File: src/hdl/record_slot_allocator_assert.svh
// Assertion macros for the record slot allocator.
// Included by the top level; needs nothing else.
`ifndef RECORD_SLOT_ALLOCATOR_ASSERT_SVH
`define RECORD_SLOT_ALLOCATOR_ASSERT_SVH

// Same-cycle implication, checked out of reset.
`define RSA_ASSERT_NOW(label, clk, rst_n, ante, cons, msg) \
    label: assert property (@(posedge clk) disable iff (!(rst_n)) (ante) |-> (cons)) \
        else $error(msg);

// Next-cycle implication, checked out of reset.
`define RSA_ASSERT_NEXT(label, clk, rst_n, ante, cons, msg) \
    label: assert property (@(posedge clk) disable iff (!(rst_n)) (ante) |=> (cons)) \
        else $error(msg);

`endif

File: src/hdl/rsa_pkg.sv
// Shared types, codes and helpers for the record slot allocator.
// No dependencies.
`default_nettype none

package rsa_pkg;

    localparam int SLOTS   = 1024;
    localparam int SLOT_W  = $clog2(SLOTS);
    localparam int HW_W    = SLOT_W + 1;
    localparam int ROW_W   = 32;
    localparam int ROWS    = SLOTS / ROW_W;
    localparam int ROW_AW  = $clog2(ROWS);
    localparam int COL_AW  = $clog2(ROW_W);
    localparam int LIM_W   = 11;
    localparam int LEN_W   = 13;
    localparam int CMP_W   = 13;
    localparam int ACT_W   = 2;
    localparam int STAT_W  = 3;

    localparam logic [ACT_W-1:0] ACT_PUT    = 2'd0;
    localparam logic [ACT_W-1:0] ACT_DELETE = 2'd1;
    localparam logic [ACT_W-1:0] ACT_QUERY  = 2'd2;
    localparam logic [ACT_W-1:0] ACT_UPDATE = 2'd3;

    localparam logic [STAT_W-1:0] ST_OK      = 3'd0;
    localparam logic [STAT_W-1:0] ST_RANGE   = 3'd1;
    localparam logic [STAT_W-1:0] ST_DELETED = 3'd2;
    localparam logic [STAT_W-1:0] ST_SIZE    = 3'd3;
    localparam logic [STAT_W-1:0] ST_FULL    = 3'd4;

    localparam logic [LIM_W-1:0] LIMIT_RESET  = 11'd1024;
    localparam logic [LEN_W-1:0] RECLEN_RESET = 13'd256;

    localparam logic [0:0] CFG_SLOT_LIMIT = 1'b0;
    localparam logic [0:0] CFG_RECORD_LEN = 1'b1;

    typedef struct packed {
        logic lt;
        logic eq;
    } t_cmp;

    typedef struct packed {
        logic              en;
        logic [ROW_AW-1:0] row;
        logic [ROW_W-1:0]  data;
    } t_map_wr;

    // Lowest set bit within a bitmap row.
    function automatic logic [COL_AW-1:0] lowest_col(input logic [ROW_W-1:0] v);
        logic [COL_AW-1:0] idx;
        idx = '0;
        for (int k = ROW_W - 1; k >= 0; k--) begin
            if (v[k]) idx = COL_AW'(k);
        end
        return idx;
    endfunction

    // Lowest row whose summary bit is set.
    function automatic logic [ROW_AW-1:0] lowest_row(input logic [ROWS-1:0] v);
        logic [ROW_AW-1:0] idx;
        idx = '0;
        for (int k = ROWS - 1; k >= 0; k--) begin
            if (v[k]) idx = ROW_AW'(k);
        end
        return idx;
    endfunction

endpackage

`default_nettype wire

File: src/hdl/rsa_cmp.sv
// Shared magnitude comparator used by the allocator sequencer.
// Depends on rsa_pkg.
`default_nettype none

module rsa_cmp (
    input  wire logic [rsa_pkg::CMP_W-1:0] i_a,
    input  wire logic [rsa_pkg::CMP_W-1:0] i_b,
    output rsa_pkg::t_cmp                  o_res
);
    import rsa_pkg::*;

    always_comb begin
        o_res.lt = (i_a < i_b);
        o_res.eq = (i_a == i_b);
    end

endmodule

`default_nettype wire

File: src/hdl/rsa_map.sv
// Freed-slot bitmap: row memory, per-row valid bits and per-row summary.
// Depends on rsa_pkg.
`default_nettype none

module rsa_map (
    input  wire logic                       i_clk,
    input  wire logic                       i_rst_n,
    input  wire logic                       i_rd_en,
    input  wire logic [rsa_pkg::ROW_AW-1:0] i_rd_row,
    output logic [rsa_pkg::ROW_W-1:0]       o_rd_data,
    input  wire rsa_pkg::t_map_wr           i_wr,
    output logic [rsa_pkg::ROWS-1:0]        o_any
);
    import rsa_pkg::*;

    logic [ROW_W-1:0] r_mem [ROWS];
    logic [ROW_W-1:0] r_rd_data;
    logic             r_rd_vld;
    logic [ROWS-1:0]  r_vld;
    logic [ROWS-1:0]  r_any;

    always_ff @(posedge i_clk) begin
        if (i_wr.en) begin
            r_mem[i_wr.row] <= i_wr.data;
        end
        if (i_rd_en) begin
            r_rd_data <= r_mem[i_rd_row];
        end
    end

    // rows never written read as empty
    always_ff @(posedge i_clk) begin
        if (!i_rst_n) begin
            r_vld    <= '0;
            r_any    <= '0;
            r_rd_vld <= 1'b0;
        end else begin
            if (i_rd_en) begin
                r_rd_vld <= r_vld[i_rd_row];
            end
            if (i_wr.en) begin
                r_vld[i_wr.row] <= 1'b1;
                r_any[i_wr.row] <= |i_wr.data;
            end
        end
    end

    assign o_rd_data = r_rd_vld ? r_rd_data : '0;
    assign o_any     = r_any;

endmodule

`default_nettype wire

File: src/hdl/record_slot_allocator.sv
// Record slot allocator: an accepted request steps through S_LEN, S_RNG, S_LIM and S_FIN;
// S_FIN loads the result register once the output is free; no new request is taken
// until then; three passes of one shared comparator and the bitmap row read set the pace.
// Reset: synchronous, active low; clears control, mark and row valid bits at once,
// so there is no clearing pass and a request may be taken on the first cycle after reset.
`default_nettype none

module record_slot_allocator (
    input  wire logic                       i_clk,
    input  wire logic                       i_rst_n,
    // request channel
    input  wire logic                       i_valid,
    output logic                            o_stall,
    input  wire logic [rsa_pkg::ACT_W-1:0]  i_action,
    input  wire logic [rsa_pkg::SLOT_W-1:0] i_slot_id,
    input  wire logic [rsa_pkg::LEN_W-1:0]  i_data_length,
    // result channel
    output logic                            o_valid,
    input  wire logic                       i_stall,
    output logic [rsa_pkg::STAT_W-1:0]      o_status,
    output logic [rsa_pkg::SLOT_W-1:0]      o_assigned_slot,
    // configuration
    input  wire logic                       i_cfg_we,
    input  wire logic [0:0]                 i_cfg_index,
    input  wire logic [rsa_pkg::LEN_W-1:0]  i_cfg_data
);
    import rsa_pkg::*;

    // sequencer: S_LEN compares length and reads the bitmap row,
    // S_RNG checks the slot against the mark, S_LIM the mark against the limit,
    // S_FIN commits state and loads the result register.
    localparam logic [2:0] S_IDLE = 3'd0;
    localparam logic [2:0] S_LEN  = 3'd1;
    localparam logic [2:0] S_RNG  = 3'd2;
    localparam logic [2:0] S_LIM  = 3'd3;
    localparam logic [2:0] S_FIN  = 3'd4;

    logic [2:0]        r_state, n_state;

    // configuration registers
    logic [LIM_W-1:0]  r_slot_limit;
    logic [LEN_W-1:0]  r_record_length;

    // captured request
    logic [ACT_W-1:0]  r_action;
    logic [SLOT_W-1:0] r_slot;
    logic [LEN_W-1:0]  r_len;

    // high-water mark: never passes SLOTS
    logic [HW_W-1:0]   r_high_water, n_high_water;

    // comparator results gathered over the passes
    logic              r_len_gt, r_len_eq, r_in_range, r_hw_at_lim;
    logic              r_found;
    logic [ROW_AW-1:0] r_row;

    // result register
    logic              r_out_valid, n_out_valid;
    logic [STAT_W-1:0] r_status, n_status;
    logic [SLOT_W-1:0] r_assigned, n_assigned;

    // shared comparator
    logic [CMP_W-1:0]  cmp_a, cmp_b;
    t_cmp              cmp_res;

    // bitmap
    logic              map_rd_en;
    logic [ROW_AW-1:0] map_rd_row;
    logic [ROW_W-1:0]  map_rd_data;
    logic [ROWS-1:0]   map_any;
    t_map_wr           map_wr;

    logic              accept;
    logic              out_free;
    logic              full;
    logic [COL_AW-1:0] free_col;
    logic              slot_freed;

    assign accept   = i_valid && !o_stall;
    assign out_free = !r_out_valid || !i_stall;
    assign o_stall  = (r_state != S_IDLE);

    // mark at or above the effective limit min(slot_limit, SLOTS)
    assign full       = r_hw_at_lim || (r_high_water >= HW_W'(SLOTS));
    assign free_col   = lowest_col(map_rd_data);
    assign slot_freed = map_rd_data[r_slot[COL_AW-1:0]];

    rsa_cmp u_cmp (
        .i_a   (cmp_a),
        .i_b   (cmp_b),
        .o_res (cmp_res)
    );

    rsa_map u_map (
        .i_clk     (i_clk),
        .i_rst_n   (i_rst_n),
        .i_rd_en   (map_rd_en),
        .i_rd_row  (map_rd_row),
        .o_rd_data (map_rd_data),
        .i_wr      (map_wr),
        .o_any     (map_any)
    );

    // comparator operand steering
    always_comb begin
        cmp_a = '0;
        cmp_b = '0;
        case (r_state)
            S_LEN: begin
                cmp_a = CMP_W'(r_len);
                cmp_b = CMP_W'(r_record_length);
            end
            S_RNG: begin
                cmp_a = CMP_W'(r_slot);
                cmp_b = CMP_W'(r_high_water);
            end
            S_LIM: begin
                cmp_a = CMP_W'(r_high_water);
                cmp_b = CMP_W'(r_slot_limit);
            end
            default: begin
                cmp_a = '0;
                cmp_b = '0;
            end
        endcase
    end

    // bitmap row read: lowest non-empty row for a put, else the slot's row
    assign map_rd_en  = (r_state == S_LEN);
    assign map_rd_row = (r_action == ACT_PUT) ? lowest_row(map_any)
                                              : r_slot[SLOT_W-1:COL_AW];

    // state sequencing, and commit logic for the final step
    always_comb begin
        n_state      = r_state;
        n_high_water = r_high_water;
        n_out_valid  = r_out_valid && i_stall;
        n_status     = r_status;
        n_assigned   = r_assigned;
        map_wr.en    = 1'b0;
        map_wr.row   = r_row;
        map_wr.data  = map_rd_data;

        case (r_state)
            S_IDLE: if (accept) n_state = S_LEN;
            S_LEN:  n_state = S_RNG;
            S_RNG:  n_state = S_LIM;
            S_LIM:  n_state = S_FIN;
            S_FIN: begin
                if (out_free) begin
                    n_state     = S_IDLE;
                    n_out_valid = 1'b1;
                    n_status    = ST_OK;
                    n_assigned  = '0;
                    case (r_action)
                        ACT_PUT: begin
                            if (r_len_gt) begin
                                n_status = ST_SIZE;
                            end else if (r_found) begin
                                // reuse the lowest freed slot
                                n_assigned            = {r_row, free_col};
                                map_wr.en             = 1'b1;
                                map_wr.data[free_col] = 1'b0;
                            end else if (full) begin
                                n_status = ST_FULL;
                            end else begin
                                n_assigned   = r_high_water[SLOT_W-1:0];
                                n_high_water = r_high_water + HW_W'(1);
                            end
                        end
                        ACT_DELETE: begin
                            if (!r_in_range) begin
                                n_status = ST_RANGE;
                            end else begin
                                map_wr.en                         = 1'b1;
                                map_wr.data[r_slot[COL_AW-1:0]]   = 1'b1;
                            end
                        end
                        ACT_QUERY: begin
                            if (!r_in_range)     n_status = ST_RANGE;
                            else if (slot_freed) n_status = ST_DELETED;
                        end
                        default: begin
                            // update: size, range, exact size, liveness
                            if (r_len_gt)        n_status = ST_SIZE;
                            else if (!r_in_range) n_status = ST_RANGE;
                            else if (!r_len_eq)  n_status = ST_SIZE;
                            else if (slot_freed) n_status = ST_DELETED;
                        end
                    endcase
                end
            end
            default: n_state = S_IDLE;
        endcase
    end

    // control state
    always_ff @(posedge i_clk) begin
        if (!i_rst_n) begin
            r_state         <= S_IDLE;
            r_high_water    <= '0;
            r_out_valid     <= 1'b0;
            r_slot_limit    <= LIMIT_RESET;
            r_record_length <= RECLEN_RESET;
        end else begin
            r_state      <= n_state;
            r_high_water <= n_high_water;
            r_out_valid  <= n_out_valid;
            if (i_cfg_we) begin
                case (i_cfg_index)
                    CFG_SLOT_LIMIT: r_slot_limit    <= i_cfg_data[LIM_W-1:0];
                    CFG_RECORD_LEN: r_record_length <= i_cfg_data;
                    default:        r_record_length <= r_record_length;
                endcase
            end
        end
    end

    // payload and per-pass flags
    always_ff @(posedge i_clk) begin
        r_status   <= n_status;
        r_assigned <= n_assigned;
        if (accept) begin
            r_action <= i_action;
            r_slot   <= i_slot_id;
            r_len    <= i_data_length;
        end
        case (r_state)
            S_LEN: begin
                r_len_gt <= !cmp_res.lt && !cmp_res.eq;
                r_len_eq <= cmp_res.eq;
                r_found  <= |map_any;
                r_row    <= map_rd_row;
            end
            S_RNG: r_in_range  <= cmp_res.lt;
            S_LIM: r_hw_at_lim <= !cmp_res.lt;
            default: begin
                r_len_gt <= r_len_gt;
            end
        endcase
    end

    assign o_valid         = r_out_valid;
    assign o_status        = r_status;
    assign o_assigned_slot = r_assigned;

    `include "record_slot_allocator_assert.svh"

    `RSA_ASSERT_NOW(a_hw_bound, i_clk, i_rst_n, 1'b1, r_high_water <= HW_W'(SLOTS), "mark past capacity")
    `RSA_ASSERT_NOW(a_fail_no_slot, i_clk, i_rst_n, o_valid && (o_status != ST_OK), o_assigned_slot == '0, "slot on failure")
    `RSA_ASSERT_NOW(a_ok_below_mark, i_clk, i_rst_n, o_valid && (o_status == ST_OK), HW_W'(o_assigned_slot) < r_high_water, "ok beyond mark")
    `RSA_ASSERT_NEXT(a_accept_starts, i_clk, i_rst_n, accept, r_state == S_LEN, "request not started")

endmodule

`default_nettype wire

File: config.mk
export PLATFORM = sky130hd
export DESIGN_NAME = record_slot_allocator
export DESIGN_NICKNAME = d
export VERILOG_FILES = /design/src/hdl/rsa_pkg.sv /design/src/hdl/rsa_cmp.sv /design/src/hdl/rsa_map.sv /design/src/hdl/record_slot_allocator.sv
export VERILOG_INCLUDE_DIRS = /design/src /design/src/hdl
export SDC_FILE = /design/constraint.sdc
export NUM_CORES = 2
export LEC_CHECK = 0
export BUFFER_PORTS_ARGS = -buffer_cell sky130_fd_sc_hd__buf_2
export CAP_MARGIN = 10
export CORE_AREA = 8 8 418 420
export DETAILED_ROUTE_END_ITERATION = 6
export DIE_AREA = 0 0 426 428
export HOLD_SLACK_MARGIN = 0.02
export MAX_ROUTING_LAYER = met4
export PLACE_DENSITY_LB_ADDON = 0.1
export SLEW_MARGIN = 20
export SYNTH_ARGS = -nofsm -noshare
export SYNTH_HDL_FRONTEND = slang
export SYNTH_SLANG_ARGS = --single-unit
export TNS_END_PERCENT = 5
File: constraint.sdc
create_clock -name i_clk -period 7.1 [get_ports i_clk]
set_input_delay 1.775 -clock i_clk [delete_from_list [all_inputs] [get_ports i_clk]]
set_output_delay 1.775 -clock i_clk [all_outputs]
set_load 0.02 [all_outputs]
==> metrics.md <==
| Metric | Value |
|---|---|
| Pwr Density | 290 mW/mm2 |
| Sequential share of power | 46.7% |
| Synthesis warning total | 0 |
| Top cells by count, synth | edfxtp_1 (1104), nand2_1 (949), nand3_1 (402), clkbuf_1 (253), a311oi_1 (194) |
| VDD IR max | around 0.26 mV |
| Synth Instances | about 4000 |
| Sequential area share after synthesis | a little over two thirds |
| Number of top-level pins | approximately 60 |
| Reg-to-reg startpoint | u_map.r_rd_vld |
| Leakage Power | slightly below 20 nW |
| Period utilization | roughly 73% |
| Most area-consuming cells after synthesis | edfxtp_1 (66%), nand2_1 (7.1%), dfxtp_1 (4.1%) |
| Max-cap violations | 0 |
| Worst EP required | just under 8 ns |
| First-pass GRT wire length | 249000 um |
| Setup crit start | u_map.r_rd_vld |
| FFs w/ async S/R, synth | 0% |
| Synth top area share | between 60 and 70% |
| Setup slack after placement | about 1.6 ns |
| Share of layout cells above drive strength 1 | 12.4% |
| HP Start | r_slot_limit[9] |
| Syn Area/Cell | roughly 13 um2 |
| Drt wl/cell | 27.3 um |
| Clk buf depth | 3 |
| Overall routing resource usage | a little under a fifth |
| Number of global-route vias before repair | ~33000 |
| Die ar. | 0.182 mm2 |
| Post-route setup slack | 1.89 ns |
| EDFF count, synth | roughly 1100 |
| Syn_nets | about 4100 |
| Slew @ Worst Pin | between 1 and 1.5 ns |
| Hold buffer count at CTS | 0 |
| Sw Share | roughly a quarter |
| CP Capture Type | flop |
| Clk network pwr share | about 43% |
| Yosys top cell by area | edfxtp_1 |
| Final ANT Viol Nets | 0 |
| Count leader, synth | edfxtp_1 |
| H-tree Lvls | 4 |
| TritonCTS Buffers | 140 |
| CTS resizes | 0 |
| Endpoints failing setup | 0 |
| Drt via density | 5.26 |
| Core region area | around 0.17 mm2 |
| CP max FO | 53 |
| Final GP Congestion | 0.891 |
| Initial core utilization | between 20 and 30% |
| CTS Sinks | between 1000 and 1500 |
| Post-synthesis cell type count | 74 |
| TritonCTS clock tree | done |
| Postcts setup bufs | 0 |
| Total Wirelength | approximately 170000 um |
| WHS | approximately 0.47 ns |
| 1st-iter DRT viols | about 3000 |
| Kind of critical path | flop to flop |
| Port Buf Inserts | 58 |
| Register bit total from synthesis | between 1000 and 1500 |
| Syn-to-layout area delta | 16.4% |
| Drt drc | 0 |
| Int Power | ~12 mW |
| Die width | approximately 430 um |
| Pin count of the biggest net entering global routing | ~120 |
| Worst slew margin | between 20% and 30% |
| Comb pwr share | 10.6% |
| GRT Residual Overflow | 0 |
| Setup TNS | 0 ns |
| Slew Viols, Final | 0 |
| Fin nets | between 4000 and 5000 |
| DP HPWL | between 90000 and 100000 um |
| # rows | 151 |
| Worst hold path cell count | 2 |
| Antenna violations before repair | 9 |
| Final Skew | between 0.03 and 0.04 ns |
| Ys flop type | edfxtp_1 |
| Status | finished clean |
| Type of origin of the critical path | flop |
| RSZ-0062 raised after global routing | no |
| Switching Power | about 4.5 mW |
| Die H | ~430 um |
| Period minus WS final | roughly 5.2 ns |
| Hold Fails Final Rpt | 0 |
| Hold/Removal Path Class | flop to flop |
| Total iterations of the first detailed-routing run | 6 |
| R2r worst-path depth | 10 |
| Root Buffer Master | clkbuf_16 |
| Via count | 33600 |
| Clock-pin slew on the worst setup and hold paths | approximately 0.05 ns |
| Clk_lat worst skew | 0.80 ns |
| FMAX | ~190 MHz |
| CP Data Arrival Time | 5.84 ns |
| Post-Syn Area | 0.0502 mm2 |
[flip-flops by register name (all words and copies together) (netlist names), 3 cells and up]
register,count
o_assigned_slot,10
o_status,3
r_high_water,11
r_len,13
r_record_length,13
r_row,5
r_slot,10
r_slot_limit,11
r_state,3
u_map.o_any,32
u_map.r_mem,1024
u_map.r_rd_data,32
u_map.r_vld,32
[cell families (layout without fill, tap and decap cells)]
group	Yosys count	count (layout)	synth area share, %
mux	36	36	1.10
compound gates	708	708	10.5
other cells	0	4	0
flops	1208	1208	70.2
simple gates	1718	1718	15.2
buf+inv	314	468	2.50
xor+xnor	8	8	0.140
fa+ha+maj	14	14	0.349
[layout make-up]
type                            instances  area, um2
Inverter                               23        109
Clock buffer                          178       3670
Multi-Input combinational cell       2484      14200
Tap cell                             2218       2780
Antenna cell                            4       10.0
Fill cell                           16500     110000
Clock inverter                         83        886
Sequential cell                      1208      35200
Timing Repair Buffer                  184       1560
[power by group through the flow]
stage | clock network, mW | logic, mW | registers, mW
6_report | 7.23 | 1.79 | 7.91
5_1_grt | 7.68 | 1.96 | 7.91
4_1_cts | 7.42 | 1.82 | 7.90
3_5_place_dp | 0 | 1.82 | 8.05
3_3_place_gp | 0 | 1.82 | 8.06
2_1_floorplan | 0 | 1.13 | 7.98
[cell usage in the layout, fill, tap and decap left out, drive strengths merged, types with 12 or more instances in the layout]
| master | n |
|---|---|
| edfxtp | 1104 |
| nand2 | 950 |
| nand3 | 402 |
| a311oi | 194 |
| buf | 184 |
| clkbuf | 178 |
| nor2 | 120 |
| a21oi | 105 |
| dfxtp | 104 |
| and3 | 103 |
| a211oi | 100 |
| clkinv | 60 |
| o21ai | 58 |
| a31oi | 45 |
| o21a | 40 |
| a21o | 38 |
| a22oi | 35 |
| inv | 32 |
| a21boi | 25 |
| nor3 | 23 |
| mux2 | 20 |
| nand2b | 18 |
| and2 | 15 |
| nor4 | 15 |
| nor2b | 14 |
| ha | 14 |
| a22o | 13 |
| mux4 | 13 |
| bufinv | 12 |
[stage by stage]
step	cell area (um2)	instances	utilization (%)	total power, mW
after detailed placement	53800	6117	32.0	9.87
after CTS	58400	6378	34.7	17.2
after global routing	58400	6382	34.7	17.5
after global placement	53800	6117	32.0	9.88
after floorplan	50200	4006	-	9.12
final	58400	6382	34.7	16.9
[final timing paths]
| check | end | slack (ns) |
|---|---|---|
| worst max-delay path | u_map.o_any[19] | 1.89 |
| worst min-delay path | r_slot_limit[9] | 0.47 |
| worst max register to register | u_map.o_any[19] | 1.89 |
| worst min register to register | r_slot_limit[9] | 0.47 |
[worst max-delay path, cell delays in order, from the launching register on]
cell	delay, ns
dfxtp_2	1.02
inv_1	0.37
a311o_1	0.41
a311o_1	0.41
a211oi_2	0.87
nand2_1	0.12
a31o_2	0.54
nand4b_1	0.38
nor4_4	0.26
buf_4	0.47
a21oi_1	0.14
[routing by layer]
metal	track usage [%]	routed length, um	vias up
met5	-	0	-
met4	6.12	5420	0
met3	3.15	9430	245
met2	29.3	80000	1009
met1	26.1	79600	17100
li1	-	-	15200
Note: power is estimated with default switching activity, not from simulation.
